File: src/design/bls_pkg.sv
package bls_pkg;

  // Coordinate width and the width of the signed decision term.
  localparam int COORD_BITS = 9;
  localparam int DEC_BITS   = COORD_BITS + 3;

  // Depth of the queue between the front and the back (a power of two).
  localparam int QUEUE_DEPTH = 2;
  localparam int QPTR_BITS   = $clog2(QUEUE_DEPTH);
  localparam int QCNT_BITS   = $clog2(QUEUE_DEPTH + 1);

  // Operation codes of an input beat.
  localparam logic OP_LOAD = 1'b0;
  localparam logic OP_STEP = 1'b1;

  typedef logic [COORD_BITS-1:0] coord_t;
  typedef logic signed [DEC_BITS-1:0] dec_t;

  // One classified beat as it travels from the front to the back.
  typedef struct packed {
    logic   is_load;
    coord_t start_x;
    coord_t start_y;
    coord_t major_delta;
    coord_t minor_delta;
    logic   x_negative;
    logic   y_negative;
    logic   x_is_major;
    dec_t   decision;
  } bls_entry_t;

  // Handshake between the queue and the back.
  typedef struct packed {
    logic       valid;
    bls_entry_t entry;
  } bls_head_t;

endpackage

File: src/design/bresenham_line_stepper.sv
// Bresenham line stepper.
// Input channel (in_valid/in_ready): a beat with op = load takes the two
// endpoints and sets up a new line, dropping any line in progress; it gives
// no result. A beat with op = step asks for the next pixel of the line.
// Output channel (out_valid/out_ready): one beat per step while a line is
// being walked, carrying pixel_x, pixel_y and last on the final pixel. The
// second endpoint is not drawn; a step while idle gives no beat.
// A step beat goes into the queue, then its pixel into the output register.
// Throughput is one beat per clock while out_ready is high, set by the
// single add-and-compare of the walk unit.
// Beats pass from the setup logic to the walk unit through a two-entry
// queue, so input is taken while a finished pixel waits at the output.
// When the receiver stalls, the pixel holds in the output register, the
// queue fills, and in_ready falls after two more beats.
// Reset (rst, synchronous) empties the queue and the output register and
// leaves the block idle with no line loaded.
module bresenham_line_stepper import bls_pkg::*; (
  input  logic   clk,
  input  logic   rst,
  input  logic   in_valid,
  output logic   in_ready,
  input  logic   op,
  input  coord_t start_x,
  input  coord_t start_y,
  input  coord_t end_x,
  input  coord_t end_y,
  output logic   out_valid,
  input  logic   out_ready,
  output coord_t pixel_x,
  output coord_t pixel_y,
  output logic   last
);

  bls_entry_t front_entry;
  bls_head_t  head;
  logic       full;
  logic       pop;

  assign in_ready = !full;

  // Setup and classification of each input beat.
  bls_front u_front (
    .op      (op),
    .start_x (start_x),
    .start_y (start_y),
    .end_x   (end_x),
    .end_y   (end_y),
    .entry   (front_entry)
  );

  // Queue between setup and walk.
  bls_queue u_queue (
    .clk        (clk),
    .rst        (rst),
    .push       (in_valid && !full),
    .push_entry (front_entry),
    .full       (full),
    .pop        (pop),
    .head       (head)
  );

  // Walk unit with output register.
  bls_back u_back (
    .clk       (clk),
    .rst       (rst),
    .head      (head),
    .pop       (pop),
    .out_valid (out_valid),
    .out_ready (out_ready),
    .pixel_x   (pixel_x),
    .pixel_y   (pixel_y),
    .last      (last)
  );

endmodule

File: src/design/bls_front.sv
module bls_front import bls_pkg::*; (
  input  logic       op,
  input  coord_t     start_x,
  input  coord_t     start_y,
  input  coord_t     end_x,
  input  coord_t     end_y,
  output bls_entry_t entry
);

  logic   x_neg;
  logic   y_neg;
  coord_t dx;
  coord_t dy;
  logic   x_major;
  coord_t major;
  coord_t minor;

  // Direction and absolute delta on each axis.
  assign x_neg = end_x < start_x;
  assign y_neg = end_y < start_y;
  assign dx    = x_neg ? (start_x - end_x) : (end_x - start_x);
  assign dy    = y_neg ? (start_y - end_y) : (end_y - start_y);

  // Equal deltas leave y as the major axis.
  assign x_major = dx > dy;
  assign major   = x_major ? dx : dy;
  assign minor   = x_major ? dy : dx;

  // Pack the classified beat; the initial decision term is 2*minor - major.
  always_comb begin
    entry.is_load     = (op == OP_LOAD);
    entry.start_x     = start_x;
    entry.start_y     = start_y;
    entry.major_delta = major;
    entry.minor_delta = minor;
    entry.x_negative  = x_neg;
    entry.y_negative  = y_neg;
    entry.x_is_major  = x_major;
    entry.decision    = dec_t'({minor, 1'b0}) - dec_t'(major);
  end

endmodule

File: src/design/bls_queue.sv
module bls_queue import bls_pkg::*; (
  input  logic       clk,
  input  logic       rst,
  input  logic       push,
  input  bls_entry_t push_entry,
  output logic       full,
  input  logic       pop,
  output bls_head_t  head
);

  bls_entry_t           entries [QUEUE_DEPTH];
  logic [QPTR_BITS-1:0] wr_ptr;
  logic [QPTR_BITS-1:0] rd_ptr;
  logic [QCNT_BITS-1:0] count;

  assign full       = (count == QCNT_BITS'(QUEUE_DEPTH));
  assign head.valid = (count != '0);
  assign head.entry = entries[rd_ptr];

  // Entry storage.
  always_ff @(posedge clk) begin
    if (push) begin
      entries[wr_ptr] <= push_entry;
    end
  end

  // Pointers and fill count.
  always_ff @(posedge clk) begin
    if (rst) begin
      wr_ptr <= '0;
      rd_ptr <= '0;
      count  <= '0;
    end else begin
      if (push) begin
        wr_ptr <= wr_ptr + QPTR_BITS'(1);
      end
      if (pop) begin
        rd_ptr <= rd_ptr + QPTR_BITS'(1);
      end
      if (push && !pop) begin
        count <= count + QCNT_BITS'(1);
      end else if (pop && !push) begin
        count <= count - QCNT_BITS'(1);
      end
    end
  end

endmodule

File: src/design/bls_back.sv
module bls_back import bls_pkg::*; (
  input  logic      clk,
  input  logic      rst,
  input  bls_head_t head,
  output logic      pop,
  output logic      out_valid,
  input  logic      out_ready,
  output coord_t    pixel_x,
  output coord_t    pixel_y,
  output logic      last
);

  // Walk state.
  coord_t cur_x;
  coord_t cur_y;
  dec_t   decision;
  coord_t major_delta;
  coord_t minor_delta;
  coord_t remaining;
  logic   x_negative;
  logic   y_negative;
  logic   x_is_major;
  logic   active;

  logic   emit;
  logic   minor_move;
  dec_t   major_ext;
  dec_t   minor_ext;
  coord_t remaining_next;

  function automatic coord_t move_coord(input coord_t c, input logic neg);
    return neg ? (c - COORD_BITS'(1)) : (c + COORD_BITS'(1));
  endfunction

  // A step beat while walking needs room in the output register; loads and
  // steps while idle leave the queue at once.
  assign emit = head.valid && !head.entry.is_load && active;
  assign pop  = head.valid && (!emit || !out_valid || out_ready);

  assign minor_move     = !decision[DEC_BITS-1];
  assign major_ext      = dec_t'(major_delta);
  assign minor_ext      = dec_t'(minor_delta);
  assign remaining_next = remaining - COORD_BITS'(1);

  // Walk registers: set up on a load, advanced on each emitted pixel.
  always_ff @(posedge clk) begin
    if (rst) begin
      cur_x       <= '0;
      cur_y       <= '0;
      decision    <= '0;
      major_delta <= '0;
      minor_delta <= '0;
      remaining   <= '0;
      x_negative  <= 1'b0;
      y_negative  <= 1'b0;
      x_is_major  <= 1'b0;
      active      <= 1'b0;
    end else if (pop && head.entry.is_load) begin
      cur_x       <= head.entry.start_x;
      cur_y       <= head.entry.start_y;
      decision    <= head.entry.decision;
      major_delta <= head.entry.major_delta;
      minor_delta <= head.entry.minor_delta;
      remaining   <= head.entry.major_delta;
      x_negative  <= head.entry.x_negative;
      y_negative  <= head.entry.y_negative;
      x_is_major  <= head.entry.x_is_major;
      active      <= (head.entry.major_delta != '0);
    end else if (pop && emit) begin
      if (x_is_major || minor_move) begin
        cur_x <= move_coord(cur_x, x_negative);
      end
      if (!x_is_major || minor_move) begin
        cur_y <= move_coord(cur_y, y_negative);
      end
      if (minor_move) begin
        decision <= decision + ((minor_ext - major_ext) <<< 1);
      end else begin
        decision <= decision + (minor_ext <<< 1);
      end
      remaining <= remaining_next;
      active    <= (remaining_next != '0);
    end
  end

  // Output register valid flag.
  always_ff @(posedge clk) begin
    if (rst) begin
      out_valid <= 1'b0;
    end else if (pop && emit) begin
      out_valid <= 1'b1;
    end else if (out_ready) begin
      out_valid <= 1'b0;
    end
  end

  // Output register payload.
  always_ff @(posedge clk) begin
    if (pop && emit) begin
      pixel_x <= cur_x;
      pixel_y <= cur_y;
      last    <= (remaining == COORD_BITS'(1));
    end
  end

`ifndef SYNTHESIS
  // The active flag always tracks a non-zero pixel count.
  a_active_count: assert property (@(posedge clk) disable iff (rst)
    active == (remaining != '0))
    else $error("active flag disagrees with the pixel count");

  // An emitted pixel is held in the output register in the next cycle.
  a_emit_valid: assert property (@(posedge clk) disable iff (rst)
    (pop && emit) |=> out_valid)
    else $error("emitted pixel lost");

  // A pending result blocks a step beat until it is taken.
  a_no_overwrite: assert property (@(posedge clk) disable iff (rst)
    (out_valid && !out_ready && emit) |-> !pop)
    else $error("pending pixel overwritten");

  // The last pixel of a line leaves the block idle.
  a_last_idle: assert property (@(posedge clk) disable iff (rst)
    (pop && emit && remaining == COORD_BITS'(1)) |=> !active)
    else $error("walk continues past the last pixel");
`endif

endmodule

File: config.mk
export PLATFORM = sky130hd
export DESIGN_NAME = bresenham_line_stepper
export DESIGN_NICKNAME = d
export VERILOG_FILES = /design/src/design/bls_pkg.sv /design/src/design/bresenham_line_stepper.sv /design/src/design/bls_front.sv /design/src/design/bls_queue.sv /design/src/design/bls_back.sv
export SDC_FILE = /design/constraint.sdc
export NUM_CORES = 1
export LEC_CHECK = 0
export BUFFER_PORTS_ARGS = -buffer_cell sky130_fd_sc_hd__buf_2
export CAP_MARGIN = 20
export CORE_ASPECT_RATIO = 0.75
export CORE_UTILIZATION = 55
export CTS_BUF_LIST = sky130_fd_sc_hd__clkbuf_8 sky130_fd_sc_hd__clkbuf_16
export DETAILED_ROUTE_END_ITERATION = 12
export PLACE_DENSITY_LB_ADDON = 0.1
export SLEW_MARGIN = 20
export SYNTH_ARGS = -nofsm -noshare
export SYNTH_HDL_FRONTEND = slang
export SYNTH_SLANG_ARGS = --single-unit
File: constraint.sdc
create_clock -name clk -period 7.52 [get_ports clk]
set_clock_uncertainty 0.2 [all_clocks]
set_input_delay 0.376 -clock clk [delete_from_list [all_inputs] [get_ports clk]]
set_output_delay 0.376 -clock clk [all_outputs]
set_load 0.1 [all_outputs]
==> impl_metrics.toml <==
[global_routing]
grt_pass1_wl_um = 36700
grt.total_usage = 0.241
grt_antenna_before_repair = 0
grt_max_degree = 68
grt_pass1_vias = 6909
gr-total-overflow = 0

[die]
fp-row-count = 43
start_util = 0.568
io_pins = 62
die_x_um = 163
dieArea_mm2 = 0.0199
core_area_mm2 = 0.0187
die_h_um = 122

[placed_design]
dp_slack_ps = 677
io_buffers = 61
gp_congestion = 0.918
dpl.hpwl_um = 16100

[synthesis]
synthCells = 1022
synthTopCellsByCount = "119 x edfxtp_1, 100 x inv_1, 88 x ha_1, 84 x a21oi_1, 77 x nor2_1"
synth.avg_cell_area_um2 = 10.4
synth_top_area_frac = 0.336
synthTopCellsByArea = "edfxtp_1 34%, dfxtp_1 12%, ha_1 10%"
synth_area_mm2 = 0.0106
synth.largest_area_cell = "edfxtp_1"
ys.flop_type = "edfxtp_1"
yosysMostFrequentCell = "edfxtp_1"
async_reset_ff_frac = 0
synth_edf_count = 119
synth_cell_types = 60
ys_seq_elements = 185
synth_nets = 1160
synth_warnings = 0
yosysSeqAreaShare = 0.460

[route]
routed_wl_um = 22900
vias = 7508
drc = 0
dr.pass1.iters = 6
vias_per_cell = 5.59
drt-initial-drc-count = 688
ant_nets = 0
avgRoutedWirePerCell_um = 17.0

[timing]
rsz0062_at_grt = "false"
relSlewSlack = 0.403
slew_viol_final = 0
setup_viol = 0
tightest_slew_ps = 895
layout_setup_ws_ps = 718
finalHoldViolations = 0
fin_crit_ps = 6800
tns_ps = 0
fmax_mhz = 147
finalCritPeriodShare = 0.905
whs_ps = 9.31

[worst_hold_path]
min_path_type = "input port to flip-flop"
min_from = "start_x[4]"
hold_end = "u_queue.entries[1][46]"
holdPathStages = 1

[critical_path]
path_class = "input port to flip-flop"
ff2ff_setup_slack_ps = 3460
critPathCaptureType = "flip-flop"
start_kind = "input port"
r2r_start = "u_back.minor_delta[0]"
cp.arrival_ps = 6880
reg2reg_depth = 17
r2r-end = "u_back.decision[11]"
cpPeakStageDelay_ps = 520
cp_slowest_cell = "dlygate4sd3_1"
cp.required_ps = 7600
path_max_fanout = 16

[final_layout]
diodes = 0
areaGrowthSynthToFinish_pct = 12.0
layout.nets = 1220
final_core_util = 0.636
fillCellCount = 1472
drive_gt1_frac = 0.125

[clock_tree]
root_buffer = "clkbuf_16"
clock-sinks = 185
cts_max_level = 4
clk_pin_slew_ps = 70
cts_tree = "yes"
post_cts_buffers = 0
clock_latency_ps = 430
cts_buffer_depth = 2
cts_buffers = 17

[pwr]
power.density_mw_per_mm2 = 454
leakagePower_nw = 4.92
vdd.ir_drop.worst_v = 0.000270

[status]
status = "completed"

[run]
max-cap-violations = 0
critical path, delay by kind of cell:
kind,cells,cell delay [ps]
fa+ha+maj,3,1140
simple gates,3,340
mux,1,390
buf+inv,7,1390
xor+xnor,1,200
compound gates,14,3050
how the worst max path moves through the flow:
| stage | slack (ps) | endpoint | from |
|---|---|---|---|
| after CTS | 620 | u_queue.entries[1][11] | start_y[3] |
| after detailed placement | 680 | u_queue.entries[0][8] | start_x[6] |
| final | 720 | u_queue.entries[1][11] | start_y[6] |
| after global routing | 90 | u_queue.entries[1][11] | start_y[3] |
| after floorplan | 1490 | u_queue.entries[0][8] | start_x[6] |
| after global placement | 820 | u_queue.entries[0][8] | start_x[6] |
state kept, by name (all words and copies together), names as in the netlist, named ones only:
name,cells
u_back.decision,11
u_queue.wr_ptr,1
u_back.active,1
u_queue.rd_ptr,1
u_back.out_valid,1
u_back.remaining,9
u_back.pixel_x,9
u_back.y_negative,1
u_back.cur_y,9
u_back.x_negative,1
u_back.cur_x,9
u_back.last,1
u_back.major_delta,9
u_back.pixel_y,9
u_queue.entries,100
u_back.minor_delta,9
u_back.x_is_major,1
u_queue.count,2
power by group:
part           total (W)  internal [W]  switching, W
clock           0.000923      0.000505      0.000417
sequential       0.00172       0.00154      0.000179
combinational    0.00277       0.00111       0.00166
cell usage in the layout, fill, tap and decap left out, drive strengths merged, types with 5 or more instances in the layout:
cell type	count
a211oi	46
a21boi	9
a21o	27
a21oi	87
a31oi	12
and3	5
buf	70
clkbuf	17
clkinv	5
dfxtp	66
dlygate4sd3	11
edfxtp	119
fa	9
ha	88
inv	106
mux2	14
mux2i	60
nand2	58
nand2b	7
nand3	10
nor2	77
nor2b	14
nor3	9
o21a	10
o21ai	50
o21bai	6
o22ai	5
xnor2	37
xor2	18
layer usage:
| layer | global-route usage | vias to the layer above | share of wire |
|---|---|---|---|
| li1 | - | 3783 | - |
| met1 | 0.388 | 3489 | 0.53 |
| met3 | 0.0490 | 18 | 0.062 |
| met5 | 0 | - | 0 |
| met4 | 0.0409 | 0 | 0.0086 |
| met2 | 0.330 | 218 | 0.40 |
cell type report:
class                      instances  area, µm²  share of cell area
tap                              247        309              0.0259
multi-input combinational        697       5240               0.440
sequential                       185       4900               0.411
timing repair buffer              81        483              0.0405
clock inverter                    15        188              0.0158
clock buffer                      17        425              0.0357
inverter                         100        375              0.0315
stage by stage:
step,cell area [µm²],cells,total power (W)
after floorplan,10600,1022,0.00386
after global placement,11200,1299,0.00442
after detailed placement,11200,1299,0.00446
after CTS,11900,1342,0.00541
after global routing,11900,1342,0.00584
final,11900,1342,0.00541
what timing repair did:
action | in CTS | in global routing
hold endpoints to repair | 22 | 0
setup endpoints to repair | 0 | 4
hold buffers | 11 | 0
gates resized for setup | 0 | 2
cell families (layout without fill, tap and decap cells):
group | after synthesis | in the layout | synth area share
muxes | 74 | 74 | 0.0716
and+or+nand+nor | 196 | 196 | 0.0829
adders and majority gates | 97 | 97 | 0.120
DFF | 185 | 185 | 0.460
AOI/OAI and AO/OA | 275 | 275 | 0.169
xor gates and xnor gates | 55 | 55 | 0.0453
buffers and inverters | 140 | 213 | 0.0510
(Power assumes the default switching activity.)
